<file path="src/sv/wsfd_pkg.sv">
// ----------------------------------------------------------------------------
// wsfd_pkg
// Shared types and codes for the WebSocket frame decoder.
// ----------------------------------------------------------------------------
package wsfd_pkg;

  // parse phase codes
  localparam logic [2:0] PH_HDR0 = 3'd0;
  localparam logic [2:0] PH_HDR1 = 3'd1;
  localparam logic [2:0] PH_EXT  = 3'd2;
  localparam logic [2:0] PH_KEY  = 3'd3;
  localparam logic [2:0] PH_DATA = 3'd4;

  localparam logic [6:0] LEN_CODE_EXT16 = 7'd126;
  localparam logic [6:0] LEN_CODE_EXT64 = 7'd127;
  localparam logic [3:0] EXT16_BYTES    = 4'd2;
  localparam logic [3:0] EXT64_BYTES    = 4'd8;
  localparam logic [3:0] KEY_BYTES      = 4'd4;

  typedef struct packed {
    logic [3:0]  frame_opcode;
    logic [7:0]  payload_byte;
    logic        byte_valid;
    logic        frame_last;
    logic        was_masked;
    logic [63:0] payload_length;
    logic [3:0]  header_length;
    logic [63:0] frame_total_length;
  } result_t;

endpackage

</file>
<file path="src/sv/wsfd_parser.sv">
// ----------------------------------------------------------------------------
// wsfd_parser
// Per-byte frame header/payload parser; flags a result for the current byte.
// ----------------------------------------------------------------------------
module wsfd_parser import wsfd_pkg::*; (
  input  logic       clk_i,
  input  logic       rst_ni,
  input  logic       take_i,
  input  logic [7:0] rx_byte_i,
  output logic       res_valid_o,
  output result_t    res_o
);

  logic [2:0]  phase_q, phase_d;
  logic [3:0]  opcode_q, opcode_d;
  logic        mask_q, mask_d;
  logic [3:0]  fcnt_q, fcnt_d;
  logic [63:0] len_q, len_d;
  logic [63:0] rem_q, rem_d;
  logic [31:0] key_q, key_d;
  logic [1:0]  mphase_q, mphase_d;
  logic [3:0]  hdr_q, hdr_d;

  logic [6:0]  len_code;
  logic [7:0]  key_byte;
  logic        hdr_done;   // header finished on this byte
  logic        res_valid;
  logic [7:0]  res_data;
  logic        res_bvalid;
  logic        res_last;

  assign len_code = rx_byte_i[6:0];

  always_comb begin
    unique case (mphase_q)
      2'd0:    key_byte = key_q[31:24];
      2'd1:    key_byte = key_q[23:16];
      2'd2:    key_byte = key_q[15:8];
      default: key_byte = key_q[7:0];
    endcase
  end

  always_comb begin
    phase_d    = phase_q;
    opcode_d   = opcode_q;
    mask_d     = mask_q;
    fcnt_d     = fcnt_q;
    len_d      = len_q;
    rem_d      = rem_q;
    key_d      = key_q;
    mphase_d   = mphase_q;
    hdr_d      = hdr_q;
    hdr_done   = 1'b0;
    res_valid  = 1'b0;
    res_data   = 8'd0;
    res_bvalid = 1'b0;
    res_last   = 1'b0;

    unique case (phase_q)
      PH_HDR1: begin
        hdr_d  = 4'd2;
        mask_d = rx_byte_i[7];
        if (len_code == LEN_CODE_EXT16) begin
          len_d   = 64'd0;
          fcnt_d  = EXT16_BYTES;
          phase_d = PH_EXT;
        end else if (len_code == LEN_CODE_EXT64) begin
          len_d   = 64'd0;
          fcnt_d  = EXT64_BYTES;
          phase_d = PH_EXT;
        end else begin
          len_d = {57'd0, len_code};
          if (rx_byte_i[7]) begin
            fcnt_d  = KEY_BYTES;
            key_d   = 32'd0;
            phase_d = PH_KEY;
          end else begin
            hdr_done = 1'b1;
          end
        end
      end
      PH_EXT: begin
        hdr_d  = hdr_q + 4'd1;
        len_d  = {len_q[55:0], rx_byte_i};
        fcnt_d = fcnt_q - 4'd1;
        if (fcnt_d == 4'd0) begin
          if (mask_q) begin
            fcnt_d  = KEY_BYTES;
            key_d   = 32'd0;
            phase_d = PH_KEY;
          end else begin
            hdr_done = 1'b1;
          end
        end
      end
      PH_KEY: begin
        hdr_d  = hdr_q + 4'd1;
        key_d  = {key_q[23:0], rx_byte_i};
        fcnt_d = fcnt_q - 4'd1;
        if (fcnt_d == 4'd0) begin
          hdr_done = 1'b1;
        end
      end
      PH_DATA: begin
        res_data   = mask_q ? (rx_byte_i ^ key_byte) : rx_byte_i;
        res_bvalid = 1'b1;
        res_valid  = 1'b1;
        mphase_d   = mphase_q + 2'd1;
        rem_d      = rem_q - 64'd1;
        res_last   = (rem_d == 64'd0);
        if (res_last) begin
          phase_d = PH_HDR0;
        end
      end
      default: begin
        opcode_d = rx_byte_i[3:0];
        hdr_d    = 4'd1;
        phase_d  = PH_HDR1;
      end
    endcase

    // enter payload, or close an empty frame right here
    if (hdr_done) begin
      rem_d    = len_d;
      mphase_d = 2'd0;
      if (len_d == 64'd0) begin
        res_valid = 1'b1;
        res_last  = 1'b1;
        phase_d   = PH_HDR0;
      end else begin
        phase_d = PH_DATA;
      end
    end
  end

  always_ff @(posedge clk_i or negedge rst_ni) begin
    if (!rst_ni) begin
      phase_q  <= PH_HDR0;
      opcode_q <= 4'd0;
      mask_q   <= 1'b0;
      fcnt_q   <= 4'd0;
      len_q    <= 64'd0;
      rem_q    <= 64'd0;
      key_q    <= 32'd0;
      mphase_q <= 2'd0;
      hdr_q    <= 4'd0;
    end else if (take_i) begin
      phase_q  <= phase_d;
      opcode_q <= opcode_d;
      mask_q   <= mask_d;
      fcnt_q   <= fcnt_d;
      len_q    <= len_d;
      rem_q    <= rem_d;
      key_q    <= key_d;
      mphase_q <= mphase_d;
      hdr_q    <= hdr_d;
    end
  end

  assign res_valid_o              = res_valid;
  assign res_o.frame_opcode       = opcode_d;
  assign res_o.payload_byte       = res_data;
  assign res_o.byte_valid         = res_bvalid;
  assign res_o.frame_last         = res_last;
  assign res_o.was_masked         = mask_d;
  assign res_o.payload_length     = len_d;
  assign res_o.header_length      = hdr_d;
  assign res_o.frame_total_length = {60'd0, hdr_d} + len_d;

endmodule

</file>
<file path="src/sv/websocket_frame_decoder.sv">
// ----------------------------------------------------------------------------
// websocket_frame_decoder
// Parses a received byte stream into WebSocket frames and emits unmasked
// payload bytes with the frame's header information.
// ----------------------------------------------------------------------------
//   channel  | handshake               | payload
//   ---------+-------------------------+------------------------------------
//   input    | in_valid_i / in_stall_o | rx_byte_i
//   output   | out_valid_o/out_stall_i | frame_opcode_o .. frame_total_length_o
//
// One byte is taken per cycle unless stalled; a payload byte, or the last header
// byte of an empty frame, appears in the output register on the following cycle.
// Header bytes produce no transfer. The output register is the only stage, so
// input stalls exactly while a held result is stalled downstream.
// Reset returns the parser to the first header byte and empties the output.
// ----------------------------------------------------------------------------
module websocket_frame_decoder import wsfd_pkg::*; (
  input  logic        clk_i,
  input  logic        rst_ni,
  input  logic        in_valid_i,
  output logic        in_stall_o,
  input  logic [7:0]  rx_byte_i,
  output logic        out_valid_o,
  input  logic        out_stall_i,
  output logic [3:0]  frame_opcode_o,
  output logic [7:0]  payload_byte_o,
  output logic        byte_valid_o,
  output logic        frame_last_o,
  output logic        was_masked_o,
  output logic [63:0] payload_length_o,
  output logic [3:0]  header_length_o,
  output logic [63:0] frame_total_length_o
);

  logic    take;
  logic    res_valid;
  result_t res;
  logic    out_valid_q, out_valid_d;
  result_t out_q;

  assign in_stall_o = out_valid_q & out_stall_i;
  assign take       = in_valid_i & ~in_stall_o;

  wsfd_parser u_parser (
    .clk_i       (clk_i),
    .rst_ni      (rst_ni),
    .take_i      (take),
    .rx_byte_i   (rx_byte_i),
    .res_valid_o (res_valid),
    .res_o       (res)
  );

  // hold while stalled, refill on a new result
  assign out_valid_d = (out_valid_q & out_stall_i) | (take & res_valid);

  always_ff @(posedge clk_i or negedge rst_ni) begin
    if (!rst_ni) begin
      out_valid_q <= 1'b0;
    end else begin
      out_valid_q <= out_valid_d;
    end
  end

  always_ff @(posedge clk_i) begin
    if (take && res_valid) begin
      out_q <= res;
    end
  end

  assign out_valid_o          = out_valid_q;
  assign frame_opcode_o       = out_q.frame_opcode;
  assign payload_byte_o       = out_q.payload_byte;
  assign byte_valid_o         = out_q.byte_valid;
  assign frame_last_o         = out_q.frame_last;
  assign was_masked_o         = out_q.was_masked;
  assign payload_length_o     = out_q.payload_length;
  assign header_length_o      = out_q.header_length;
  assign frame_total_length_o = out_q.frame_total_length;

endmodule

</file>
<file path="config.mk">
export PLATFORM = sky130hd
export DESIGN_NAME = websocket_frame_decoder
export DESIGN_NICKNAME = d
export VERILOG_FILES = /design/src/sv/wsfd_pkg.sv /design/src/sv/wsfd_parser.sv /design/src/sv/websocket_frame_decoder.sv
export SDC_FILE = /design/constraint.sdc
export NUM_CORES = 1
export LEC_CHECK = 0
export BUFFER_PORTS_ARGS = -buffer_cell sky130_fd_sc_hd__buf_2
export CAP_MARGIN = 40
export CORE_MARGIN = 4
export CORE_UTILIZATION = 51
export CTS_CLUSTER_SIZE = 40
export DETAILED_ROUTE_END_ITERATION = 16
export PLACE_DENSITY = 0.81
export SLEW_MARGIN = 25
export SYNTH_ARGS = -nofsm -noshare
export SYNTH_HDL_FRONTEND = slang
export SYNTH_SLANG_ARGS = --single-unit
</file>
<file path="constraint.sdc">
create_clock -name clk_i -period 10.4 [get_ports clk_i]
set_clock_uncertainty 0.05 [all_clocks]
set_input_delay 2.08 -clock clk_i [delete_from_list [all_inputs] [get_ports clk_i]]
set_output_delay 2.08 -clock clk_i [all_outputs]
set_load 0.05 [all_outputs]
</file>
==> metrics.txt <==
# TYPE chip_impl_metric gauge
chip_impl_info{name="run_status",value="completed"} 1
chip_impl_metric{name="drt_iter0_drc",unit=""} 2291
chip_impl_info{name="cts_tree",value="yes"} 1
chip_impl_metric{name="tritoncts_num_sinks",unit=""} 326
chip_impl_metric{name="max_cap_viols",unit=""} 0
chip_impl_metric{name="synth_enable_flop_cells",unit=""} 147
chip_impl_info{name="setup.worst_path.class",value="register to register"} 1
chip_impl_metric{name="cts.hold.buffers_added",unit=""} 0
chip_impl_metric{name="grt_max_degree",unit=""} 148
chip_impl_metric{name="wl_per_cell",unit="um"} 20.7
chip_impl_info{name="clock-root-buffer",value="clkbuf_16"} 1
chip_impl_info{name="grt_busiest_layer",value="met2"} 1
chip_impl_metric{name="achievable-frequency",unit="GHz"} 0.179
chip_impl_metric{name="setup_total_neg_slack",unit="ns"} 0
chip_impl_metric{name="detailedRoute.firstPassIterationCount",unit=""} 6
chip_impl_metric{name="detail_route.wirelength",unit="mm"} 51.3
chip_impl_metric{name="post-place-cells",unit=""} 2414
chip_impl_metric{name="syn_area_per_cell",unit="um2"} 9.22
chip_impl_metric{name="initial_core_util",unit="%"} 52.0
chip_impl_metric{name="fp.coreArea",unit="mm2"} 0.0337
chip_impl_metric{name="top_level_ports",unit=""} 161
chip_impl_metric{name="die_h",unit="um"} 193
chip_impl_metric{name="layout_cell_share_with_drive_strength_beyond_1",unit="%"} 13.5
chip_impl_metric{name="die_x",unit="um"} 193
chip_impl_metric{name="drt_drc_violations_left",unit=""} 0
chip_impl_metric{name="holdWs",unit="ns"} 0.431
chip_impl_metric{name="grt_use_met3",unit="%"} 5.65
chip_impl_info{name="synth-main-ff-cell",value="dfrtp_1"} 1
chip_impl_metric{name="worst_ep_arrival_time",unit="ns"} 5.68
chip_impl_metric{name="gpl_wtd_cong",unit=""} 0.940
chip_impl_metric{name="synthArstFlopShare",unit="%"} 54.9
chip_impl_metric{name="dp_hpwl",unit="mm"} 35.2
chip_impl_metric{name="slew-limit-headroom",unit="%"} 42.6
chip_impl_metric{name="globalRouteMet2Util",unit="%"} 39.7
chip_impl_metric{name="postPlaceCellArea",unit="mm2"} 0.0187
chip_impl_metric{name="synthesis.yosys.warnings",unit=""} 0
chip_impl_info{name="start_kind",value="register"} 1
chip_impl_metric{name="final_antenna_net_count",unit=""} 0
chip_impl_metric{name="path_clk_slew",unit="ns"} 0.07
chip_impl_metric{name="number_of_antenna_violations_at_the_first_check_in_global_routing",unit=""} 2
chip_impl_metric{name="insertion_delay",unit="ns"} 0.53
chip_impl_metric{name="synth_area",unit="mm2"} 0.0175
chip_impl_metric{name="htree_levels",unit=""} 2
chip_impl_metric{name="detailroute.via_count",unit=""} 15802
chip_impl_metric{name="stdcell_area",unit="mm2"} 0.0198
chip_impl_info{name="grt_setup_unrepaired",value="false"} 1
chip_impl_metric{name="final_hold_viol_count",unit=""} 0
chip_impl_metric{name="worst_pin_slew",unit="ns"} 0.861
chip_impl_info{name="hold_class",value="register to register"} 1
chip_impl_metric{name="port-buffer-count",unit=""} 160
chip_impl_info{name="cp-end-kind",value="register"} 1
chip_impl_metric{name="largest_vdd_supply_drop",unit="mV"} 0.155
chip_impl_metric{name="gr-total-overflow",unit=""} 0
chip_impl_metric{name="cp_max_fo",unit=""} 147
chip_impl_metric{name="design.die.area",unit="mm2"} 0.0374
chip_impl_info{name="crit_chain",value="buf_12 -> buf_4 -> o21bai_4 -> buf_4 -> a22oi_1 -> inv_1 -> nor4_1 -> nand4_1 -> nor4_1 -> a21oi_1 -> nor2_4 -> buf_12"} 1
chip_impl_metric{name="post_cts_resize_count",unit=""} 0
chip_impl_metric{name="report.final.slew_viol_count",unit=""} 0
chip_impl_metric{name="power_per_cell_area",unit="mW/mm2"} 312
chip_impl_metric{name="fin_cells",unit=""} 2478
chip_impl_metric{name="setup_viol_count_final",unit=""} 0
chip_impl_info{name="cp_slowest_cell",value="nor4_1"} 1
chip_impl_metric{name="seq_total_area_yosys",unit="%"} 50.7
chip_impl_metric{name="final_net_count",unit=""} 2031
chip_impl_metric{name="numCtsBuffers",unit=""} 34
chip_impl_metric{name="post_synth_num_cell_types",unit=""} 78
chip_impl_metric{name="period_utilisation_layout",unit="%"} 53.6
chip_impl_metric{name="cts_buffer_depth",unit=""} 3
chip_impl_metric{name="synthToLayoutAreaGrowth",unit="%"} 13.0
chip_impl_info{name="path_delay_family",value="buffers and inverters"} 1
chip_impl_metric{name="fp-row-count",unit=""} 67
chip_impl_metric{name="synth_fp_nets",unit=""} 1926
chip_impl_metric{name="required",unit="ns"} 10.50
chip_impl_metric{name="ys_seq_elements",unit=""} 326
chip_impl_metric{name="syn-instance-count",unit=""} 1900
chip_impl_metric{name="layout_min_cycle_time",unit="ns"} 5.58
chip_impl_metric{name="power.total",unit="mW"} 6.17
chip_impl_metric{name="grt_first_pass_wirelength",unit="mm"} 81.6
chip_impl_metric{name="cts_setup_buffers",unit=""} 0
chip_impl_metric{name="n_antenna_cell",unit=""} 0
chip_impl_metric{name="cpPeakStageDelay",unit="ns"} 0.72
chip_impl_metric{name="first_global_vias",unit=""} 14615
chip_impl_metric{name="timing.critical_path.buf_inv",unit=""} 5
chip_impl_metric{name="use_met1",unit="%"} 37.7
chip_impl_metric{name="grt_use_total",unit="%"} 26.4
chip_impl_metric{name="power.leakage",unit="nW"} 7.71
chip_impl_metric{name="drt-vias-per-instance",unit=""} 6.38
==> registers in the layout (all words and copies together), names as in the netlist <==
| signal | count |
|---|---|
| frame_total_length_o | 64 |
| payload_length_o | 64 |
| u_parser.len_q | 64 |
| u_parser.rem_q | 64 |
| u_parser.key_q | 32 |
| payload_byte_o | 8 |
| frame_opcode_o | 4 |
| header_length_o | 4 |
| u_parser.fcnt_q | 4 |
| u_parser.hdr_q | 4 |
| u_parser.opcode_q | 4 |
| u_parser.phase_q | 3 |
| u_parser.mphase_q | 2 |
| byte_valid_o | 1 |
| frame_last_o | 1 |
| out_valid_o | 1 |
| u_parser.mask_q | 1 |
| was_masked_o | 1 |
==> layout by cell type, fill, tap and decap left out, drive strengths merged, types with 43 or more instances in the layout <==
master  synthesis  layout
a21oi          88      88
and2           57      57
buf            32     186
clkbuf         85      44
dfrtp         179     179
edfxtp        147     147
inv            51      53
nand2         334     334
nand4          55      55
nor2          155     155
nor3           43      43
nor3b          44      44
o21ai         204     204
xnor2          57      57
==> layout make-up <==
class | instances | area, um2
Clock buffer | 44 | 898
Clock inverter | 17 | 181
Fill cell | 2806 | 13900
Inverter | 52 | 195
Multi-Input combinational cell | 1405 | 8010
Sequential cell | 326 | 8890
Tap cell | 448 | 561
Timing Repair Buffer | 186 | 1070
==> power breakdown <==
group          switching, mW  internal (mW)
registers              0.401           1.80
clock network          0.516          0.691
logic                   1.90          0.863
==> final timing paths <==
kind,start,to,slack [ns],cells past startpoint
worst max-delay path,u_parser.phase_q[0],payload_length_o[52],4.82,12
worst min-delay path,u_parser.opcode_q[1],u_parser.opcode_q[1],0.43,2
worst max register to register,u_parser.phase_q[0],payload_length_o[52],4.82,12
worst min register to register,u_parser.opcode_q[1],u_parser.opcode_q[1],0.43,2
max in group asynchronous,rst_ni,u_parser.rem_q[49],7.61,3
min in group asynchronous,rst_ni,u_parser.key_q[1],1.33,1
==> cell families after synthesis <==
logic type	after synthesis	share of synthesized area (%)
multiplexers	5	0.321
XOR/XNOR	86	4.30
flip-flops	326	50.7
AO/OA/AOI/OAI	464	16.1
buffers and inverters	169	3.91
adder cells (fa/ha/maj)	14	1.04
AND/OR/NAND/NOR	836	23.6
==> cell usage after synthesis, types with 4 or more instances <==
master,count,share of area [%]
nand2_1,334,7.2
o21ai_0,191,5.5
dfrtp_1,179,26
nor2_1,155,3.3
edfxtp_1,147,25
a21oi_1,87,2.5
clkbuf_1,85,1.8
xnor2_1,57,2.8
nand4_1,55,2.0
inv_1,50,1.1
nor3b_1,43,1.8
a31oi_1,40,1.4
nor3_1,40,1.1
nand3_1,38,1.1
and2_1,37,1.3
nor4_1,37,1.3
a22oi_1,29,1.2
xor2_1,29,1.4
and2_0,20,0.71
a22o_1,17,0.85
buf_2,14,0.40
ha_1,13,0.93
o22ai_1,13,0.46
or4_1,13,0.56
a222oi_1,11,0.63
buf_1,10,0.21
o21ai_1,10,0.29
or3_1,10,0.36
o22a_1,9,0.45
and3_1,8,0.29
o31ai_1,8,0.34
and4_1,7,0.35
buf_4,7,0.30
o211ai_1,7,0.30
nand2b_1,6,0.21
nand4b_1,6,0.30
mux2_2,5,0.32
nor2b_1,5,0.18
o2111ai_1,5,0.25
o21a_1,4,0.17
or2_2,4,0.14
==> routing by layer <==
| metal | wire [um] | part of all wire (%) |
|---|---|---|
| met2 | 22800 | 44 |
| met1 | 20800 | 41 |
| met5 | 7 | 0.014 |
| met3 | 5590 | 11 |
| met4 | 2130 | 4.1 |
==> worst reg2reg max path: cells and delay by family, from the launching register on <==
kind,cells,cell delay (ns)
buffers and inverters,5,1.83
and+or+nand+nor,4,1.67
AOI/OAI and AO/OA,3,0.98
DFF,1,0.54
==> per-stage QoR <==
stage,util [%],worst slack [ns]
4_1_cts,58.6,4.95
5_1_grt,58.8,4.53
6_report,58.8,4.82
3_5_place_dp,55.4,4.45
2_1_floorplan,-,2.24
3_3_place_gp,55.3,4.71
No activity file was read; power rests on OpenSTA's default activity.
